<file path="src/hw/rtl/pat_section_rewriter_core_defines.svh">
// ----------------------------------------------------------------------------
// pat_section_rewriter_core_defines
// Assertion macros for the PAT section rewriter.
// ----------------------------------------------------------------------------
`ifndef PAT_SECTION_REWRITER_CORE_DEFINES_SVH
`define PAT_SECTION_REWRITER_CORE_DEFINES_SVH

`ifndef NO_ASSERTIONS
// same-cycle implication, disabled in reset
`define PSR_ASSERT_IMP(label, clk, rst_n, ante, cons) \
    label: assert property (@(posedge clk) disable iff (!(rst_n)) (ante) |-> (cons)) \
        else $error("psr: same-cycle check failed");
// next-cycle implication, disabled in reset
`define PSR_ASSERT_NXT(label, clk, rst_n, ante, cons) \
    label: assert property (@(posedge clk) disable iff (!(rst_n)) (ante) |=> (cons)) \
        else $error("psr: next-cycle check failed");
`else
`define PSR_ASSERT_IMP(label, clk, rst_n, ante, cons)
`define PSR_ASSERT_NXT(label, clk, rst_n, ante, cons)
`endif

`endif

</file>
<file path="src/hw/rtl/psr_pkg.sv">
// ----------------------------------------------------------------------------
// psr_pkg
// Constants, register indexes and the CRC-32 byte update for the PAT rewriter.
// ----------------------------------------------------------------------------
package psr_pkg;

    // transport packet geometry
    localparam int unsigned PKT_LEN   = 188;
    localparam int unsigned POS_W     = 8;
    localparam logic [POS_W-1:0] POS_LAST = POS_W'(PKT_LEN - 1);

    // configuration register indexes
    localparam int unsigned CFG_ADDR_W = 1;
    localparam int unsigned CFG_DATA_W = 16;
    localparam logic [CFG_ADDR_W-1:0] CFG_SERVICE_ID = 1'b0;
    localparam logic [CFG_ADDR_W-1:0] CFG_PMT_PID    = 1'b1;

    // byte positions inside a rewritten PAT packet
    localparam logic [POS_W-1:0] POS_PID_HI    = 8'd1;
    localparam logic [POS_W-1:0] POS_PID_LO    = 8'd2;
    localparam logic [POS_W-1:0] POS_CRC_START = 8'd5;
    localparam logic [POS_W-1:0] POS_SEC_LEN_H = 8'd6;
    localparam logic [POS_W-1:0] POS_SEC_LEN_L = 8'd7;
    localparam logic [POS_W-1:0] POS_PROG0_H   = 8'd13;
    localparam logic [POS_W-1:0] POS_PROG0_L   = 8'd14;
    localparam logic [POS_W-1:0] POS_NIT_H     = 8'd15;
    localparam logic [POS_W-1:0] POS_NIT_L     = 8'd16;
    localparam logic [POS_W-1:0] POS_SVC_H     = 8'd17;
    localparam logic [POS_W-1:0] POS_SVC_L     = 8'd18;
    localparam logic [POS_W-1:0] POS_PMT_H     = 8'd19;
    localparam logic [POS_W-1:0] POS_PMT_L     = 8'd20;
    localparam logic [POS_W-1:0] POS_CRC_0     = 8'd21;
    localparam logic [POS_W-1:0] POS_CRC_1     = 8'd22;
    localparam logic [POS_W-1:0] POS_CRC_2     = 8'd23;
    localparam logic [POS_W-1:0] POS_CRC_3     = 8'd24;

    // fixed section bytes
    localparam logic [7:0] BYTE_SEC_LEN_H = 8'hb0;
    localparam logic [7:0] BYTE_SEC_LEN_L = 8'd17;
    localparam logic [7:0] BYTE_RESV_HI   = 8'he0;
    localparam logic [7:0] BYTE_NIT_PID_L = 8'h10;
    localparam logic [7:0] BYTE_STUFF     = 8'hff;

    // MPEG-2 CRC-32
    localparam logic [31:0] CRC_INIT = 32'hffff_ffff;
    localparam logic [31:0] CRC_POLY = 32'h04c1_1db7;

    // one byte of CRC-32, MSB first
    function automatic logic [31:0] crc32_byte(input logic [31:0] crc, input logic [7:0] b);
        logic [31:0] c;
        c = crc ^ {b, 24'd0};
        for (int i = 0; i < 8; i++) begin
            c = c[31] ? ({c[30:0], 1'b0} ^ CRC_POLY) : {c[30:0], 1'b0};
        end
        return c;
    endfunction

endpackage

</file>
<file path="src/hw/rtl/pat_section_rewriter_core.sv">
// From input accept to the earliest output accept a byte passes the input register
// and then the result register.
// Throughput: one byte per cycle while the output accepts; the CRC update and byte select sit in one stage.
// Stalls on the output side hold both stages; the input is ready while either frees.
// Reset (i_rst_n low, synchronous): both stages empty, position 0, CRC all ones,
// service_id and pmt_pid cleared.
// ----------------------------------------------------------------------------
// pat_section_rewriter_core
// Passes transport packets byte by byte; with a nonzero service id it replaces PID 0
// packets with a single-program PAT carrying the configured service id and PMT PID.
// ----------------------------------------------------------------------------
`include "pat_section_rewriter_core_defines.svh"

module pat_section_rewriter_core
    import psr_pkg::*;
(
    input  logic                  i_clk,
    input  logic                  i_rst_n,
    // configuration write port
    input  logic                  i_cfg_we,
    input  logic [CFG_ADDR_W-1:0] i_cfg_addr,
    input  logic [CFG_DATA_W-1:0] i_cfg_wdata,
    // input stream
    input  logic                  i_s_tvalid,
    output logic                  o_s_tready,
    input  logic [7:0]            i_s_tdata,   // [7:0] in_byte
    input  logic                  i_s_tuser,   // [0] first_byte
    // output stream
    output logic                  o_m_tvalid,
    input  logic                  i_m_tready,
    output logic [7:0]            o_m_tdata,   // [7:0] out_byte
    output logic                  o_m_tlast,   // last_byte
    output logic                  o_m_tuser    // [0] rewritten
);

    // configuration registers
    logic [15:0]      r_service_id;
    logic [12:0]      r_pmt_pid;

    // input stage
    logic             r_s1_valid;
    logic [7:0]       r_s1_byte;
    logic             r_s1_first;

    // packet state
    logic [POS_W-1:0] r_pos, n_pos;
    logic [4:0]       r_pid_hi, n_pid_hi;
    logic             r_active, n_active;
    logic [31:0]      r_crc, n_crc;

    // result stage
    logic             r_m_valid;
    logic [7:0]       r_m_byte;
    logic             r_m_last;
    logic             r_m_rewr;

    logic             out_free;
    logic             s1_adv;
    logic [POS_W-1:0] pos;
    logic [7:0]       ob;

    assign out_free   = !r_m_valid || i_m_tready;
    assign s1_adv     = r_s1_valid && out_free;
    assign o_s_tready = !r_s1_valid || out_free;

    // configuration writes
    always_ff @(posedge i_clk) begin
        if (!i_rst_n) begin
            r_service_id <= '0;
            r_pmt_pid    <= '0;
        end else if (i_cfg_we) begin
            unique case (i_cfg_addr)
                CFG_SERVICE_ID: r_service_id <= i_cfg_wdata;
                CFG_PMT_PID:    r_pmt_pid    <= i_cfg_wdata[12:0];
                default: ;
            endcase
        end
    end

    // input register
    always_ff @(posedge i_clk) begin
        if (!i_rst_n) begin
            r_s1_valid <= 1'b0;
        end else if (o_s_tready) begin
            r_s1_valid <= i_s_tvalid;
        end
    end

    always_ff @(posedge i_clk) begin
        if (o_s_tready && i_s_tvalid) begin
            r_s1_byte  <= i_s_tdata;
            r_s1_first <= i_s_tuser;
        end
    end

    // per-byte rewrite logic
    always_comb begin
        pos      = r_s1_first ? '0 : r_pos;
        if (pos >= POS_W'(PKT_LEN)) begin
            pos = '0;
        end
        n_pid_hi = r_pid_hi;
        n_active = r_active;
        n_crc    = r_crc;
        ob       = r_s1_byte;

        // packet start, PID capture, rewrite decision
        priority if (pos == '0) begin
            n_active = 1'b0;
            n_crc    = CRC_INIT;
        end else if (pos == POS_PID_HI) begin
            n_pid_hi = r_s1_byte[4:0];
        end else if (pos == POS_PID_LO) begin
            n_active = (r_pid_hi == '0) && (r_s1_byte == '0) && (r_service_id != '0);
        end else begin
        end

        // replacement bytes
        if (n_active) begin
            priority if (pos == POS_SEC_LEN_H) ob = BYTE_SEC_LEN_H;
            else if (pos == POS_SEC_LEN_L) ob = BYTE_SEC_LEN_L;
            else if (pos == POS_PROG0_H || pos == POS_PROG0_L) ob = '0;
            else if (pos == POS_NIT_H) ob = BYTE_RESV_HI;
            else if (pos == POS_NIT_L) ob = BYTE_NIT_PID_L;
            else if (pos == POS_SVC_H) ob = r_service_id[15:8];
            else if (pos == POS_SVC_L) ob = r_service_id[7:0];
            else if (pos == POS_PMT_H) ob = BYTE_RESV_HI | {3'b000, r_pmt_pid[12:8]};
            else if (pos == POS_PMT_L) ob = r_pmt_pid[7:0];
            else if (pos == POS_CRC_0) ob = r_crc[31:24];
            else if (pos == POS_CRC_1) ob = r_crc[23:16];
            else if (pos == POS_CRC_2) ob = r_crc[15:8];
            else if (pos == POS_CRC_3) ob = r_crc[7:0];
            else if (pos > POS_CRC_3) ob = BYTE_STUFF;
            else ob = r_s1_byte;

            // section CRC over bytes 5..20
            if (pos >= POS_CRC_START && pos <= POS_PMT_L) begin
                n_crc = crc32_byte(r_crc, ob);
            end
        end

        n_pos = (pos == POS_LAST) ? '0 : pos + 1'b1;
    end

    // packet state registers
    always_ff @(posedge i_clk) begin
        if (!i_rst_n) begin
            r_pos    <= '0;
            r_pid_hi <= '0;
            r_active <= 1'b0;
            r_crc    <= CRC_INIT;
        end else if (s1_adv) begin
            r_pos    <= n_pos;
            r_pid_hi <= n_pid_hi;
            r_active <= n_active;
            r_crc    <= n_crc;
        end
    end

    // result register
    always_ff @(posedge i_clk) begin
        if (!i_rst_n) begin
            r_m_valid <= 1'b0;
        end else if (out_free) begin
            r_m_valid <= r_s1_valid;
        end
    end

    always_ff @(posedge i_clk) begin
        if (s1_adv) begin
            r_m_byte <= ob;
            r_m_last <= (pos == POS_LAST);
            r_m_rewr <= n_active;
        end
    end

    assign o_m_tvalid = r_m_valid;
    assign o_m_tdata  = r_m_byte;
    assign o_m_tlast  = r_m_last;
    assign o_m_tuser  = r_m_rewr;

    // checks
    `PSR_ASSERT_IMP(a_pos_range, i_clk, i_rst_n, 1'b1, r_pos < POS_W'(PKT_LEN))
    `PSR_ASSERT_NXT(a_wrap_after_last, i_clk, i_rst_n, s1_adv && (pos == POS_LAST), r_pos == '0)
    `PSR_ASSERT_IMP(a_active_after_pid, i_clk, i_rst_n, r_active, (r_pos != 8'd1) && (r_pos != 8'd2))

endmodule

</file>
<file path="config.mk">
export PLATFORM = sky130hd
export DESIGN_NAME = pat_section_rewriter_core
export DESIGN_NICKNAME = d
export VERILOG_FILES = /design/src/hw/rtl/psr_pkg.sv /design/src/hw/rtl/pat_section_rewriter_core.sv
export VERILOG_INCLUDE_DIRS = /design/src /design/src/hw/rtl
export SDC_FILE = /design/constraint.sdc
export NUM_CORES = 1
export LEC_CHECK = 0
export BUFFER_PORTS_ARGS = -buffer_cell sky130_fd_sc_hd__buf_4
export CORE_ASPECT_RATIO = 0.8
export CORE_MARGIN = 2
export CORE_UTILIZATION = 30
export CTS_CLUSTER_SIZE = 14
export DETAILED_ROUTE_END_ITERATION = 6
export PLACE_DENSITY_LB_ADDON = 0.12
export SLEW_MARGIN = 20
export SYNTH_ARGS = -nofsm -noshare
export SYNTH_HDL_FRONTEND = slang
export SYNTH_SLANG_ARGS = --single-unit
</file>
<file path="constraint.sdc">
create_clock -name i_clk -period 4.8 [get_ports i_clk]
set_input_delay 0 -clock i_clk [delete_from_list [all_inputs] [get_ports i_clk]]
set_output_delay 0 -clock i_clk [all_outputs]
set_load 0.02 [all_outputs]
</file>
==> results.toml <==
[synth]
synth_nets = 714
ys_seq_area_frac = 0.359
synth.distinct_cells = 78
synth_area_mm2 = 0.00589
ys_ff_latch = 96
netlist_top_cells_count = "nand2_1, dfxtp_1, xnor2_1, a21oi_1, a21boi_0"
yosysTopAreaCell = "dfxtp_1"
post-synth-top-count-cell = "nand2_1"
synthFlopType = "dfxtp_1"
synthCells = 678
synth_edf_count = 19
async_flop_share = 0
ys_top_cells_by_area = "dfxtp_1, edfxtp_1, nand2_1"
yosys_warnings = 0
yosysTopAreaCellShare = 0.262
synth_area_per_cell_um2 = 8.68

[run_status]
status = "completed"

[clock_network]
clock_latency_ps = 350
clock_sinks = 96
h-tree-depth = 3
cts_tree = "done"
cts_buffers = 9
path_clk_slew_ps = 70
cts-root-buf = "clkbuf_16"
cts_max_path_buffers = 2

[detailed_routing]
drt_wl_total_mm = 19.4
drtIter0Drc = 448
wl_per_cell_um = 19.2
drt.antenna.violating_nets = 0
vias = 5306
drc = 0
first_pass_iters = 5
vias_per_cell = 5.24

[placement]
hpwlAfterDp_mm = 14.7
place_area_mm2 = 0.00661
gp_congestion = 0.918
port_buffers = 42
dp.cells = 969

[setup_path]
regToRegEndpoint = "r_crc[13]$_SDFFE_PN1P_"
rrSetupSlack_ps = 250
cp-start-kind = "flop"
crit_buf_inv = 2
critical_path_arrival_ps = 4790
cp-endpoint = "r_crc[13]$_SDFFE_PN1P_"
path_class = "reg2reg"
cp_max_fo = 15
cpLargestDelayFamily = "compound AO/OA/AOI/OAI gates"
r2r-start = "r_pos[4]$_SDFFE_PN0P_"
crit_path_cell_trace = "a41o_1 -> a21oi_2 -> nand2_1 -> ha_1 -> buf_4 -> a221oi_1 -> a211oi_1 -> a311oi_1 -> o211ai_1 -> xor2_2 -> xor2_1 -> buf_4 -> xor2_1 -> xnor2_1 -> o22a_1"
crit_required_ps = 5040
endpoint_kind = "flop"
crit_path_max_incr_delay_ps = 430
cp_num_cells = 15
slowest_stage = "a221oi_1"
r2r_cells = 15
crit_start = "r_pos[4]$_SDFFE_PN0P_"

[timing]
rsz0062_at_grt = "no"
worstMarginPinSlew_ps = 911
period_share = 0.947
finalSetupViolCount = 0
period_needed_ps = 4550
slew_violations = 0
maxSlewHeadroom = 0.388
finalClockSkew_ps = 5.57
max_freq_mhz = 220
fin_tns_setup_ps = 0
hold_viol = 0

[grt]
grt_start_max_net_pins = 66
grtUsageTotal = 0.194
antenna_found_initial = 0
grt_pass1_vias = 5225
grt_overflow = 0
grt_pass1_wl_mm = 30.9

[pwr]
fin_total_pwr_w = 0.00185
power_density_mw_per_mm2 = 258
irDropWorstVdd_mv = 0.145
leakage_nw = 2.56

[job]
max-cap-violations = 0

[cells_and_area]
area_delta_synth_final_pct = 21.7
nNetsFinal = 786
drive_above_1_share = 0.172
fin_area_mm2 = 0.00717
stdcell_count = 1013
n_antenna_cell = 0

[die]
die_area_mm2 = 0.0208
chipWidth_um = 161
ios = 43
die_h_um = 129
rows = 45
core_area_mm2 = 0.0191
initial_core_util = 0.308

[hold_path]
hp-class = "in2reg"
[tightest hold or removal path, stage by stage]
cell      delay (ps)
buf_4            100
nor2b_2          130
nand2_1          100
a21boi_0          60
[metrics by stage]
step                      hold slack [ps]  setup slack, ps   util
after global placement                179              187  0.346
after CTS                             114             71.6  0.374
after global routing                  103             95.0  0.375
final                                79.1              253  0.375
after detailed placement              179             93.9  0.346
after floorplan                      98.9              645      -
[area by class of cell]
class / count / area [µm²]
Clock buffer: 11 / 233
Clock inverter: 5 / 32.5
Fill cell: 1994 / 11900
Inverter: 19 / 71.3
Multi-Input combinational cell: 522 / 3560
Sequential cell: 96 / 2110
Tap cell: 258 / 323
Timing Repair Buffer: 102 / 833
[routing by layer]
layer | GRT usage | wire [µm] | vias to the layer above | part of all wire
met5 | 0 | 0 | - | 0
met4 | 0.0456 | 208 | 0 | 0.011
met3 | 0.0314 | 968 | 16 | 0.050
met2 | 0.293 | 8140 | 158 | 0.42
met1 | 0.289 | 10100 | 2554 | 0.52
li1 | - | - | 2578 | -
[repair_timing]
item / 4_1_cts / 5_1_grt
hold buffers: 27 / 0
endpoints found under the setup margin: 0 / 16
endpoints found under the hold margin: 40 / 0
gates resized for setup: 0 / 3
buffers inserted: 0 / 1
[flip-flops by register name (all words and copies together), names as in the netlist, 5 cells and up]
signal / count
r_crc: 32
r_service_id: 16
r_pmt_pid: 13
o_m_tdata: 8
r_pos: 8
r_s1_byte: 8
r_pid_hi: 5
[worst min path at each step]
stage,start,endpoint,slack (ps),depth (start not counted)
after floorplan,i_s_tdata[0],r_s1_byte[0]$_DFFE_PP_,100,0
after global placement,i_s_tdata[3],r_s1_byte[3]$_DFFE_PP_,180,1
after detailed placement,i_s_tdata[3],r_s1_byte[3]$_DFFE_PP_,180,1
after CTS,i_rst_n,r_crc[1]$_SDFFE_PN1P_,110,2
after global routing,i_cfg_addr,r_service_id[15]$_SDFFE_PN0P_,100,4
final,i_cfg_addr,r_service_id[15]$_SDFFE_PN0P_,80,4
[layout by cell type (no fill, tap or decap), types with 22 or more instances in the layout]
cell type,instances
a21boi_0,32
a21oi_1,33
buf_4,75
dfxtp_1,76
dlygate4sd3_1,27
nand2_1,112
nor2_1,29
nor2b_1,26
o22ai_1,22
xnor2_1,37
[cell families (layout without fill, tap and decap cells)]
family                   after synthesis  count (layout)  share of synthesized area
adder cells (fa/ha/maj)                5               5                     0.0106
AO/OA/AOI/OAI                        182             182                      0.220
flip-flops                            96              96                      0.359
buffers and inverters                 60             137                     0.0399
multiplexers                          12              12                     0.0217
XOR/XNOR                              70              70                      0.128
AND/OR/NAND/NOR                      253             253                      0.220
[power breakdown]
group	switching [W]	internal (W)
clock	0.000319	0.000351
sequential	0.0000206	0.000845
combinational	0.000163	0.000151
No activity file was read; power rests on OpenSTA's default activity.
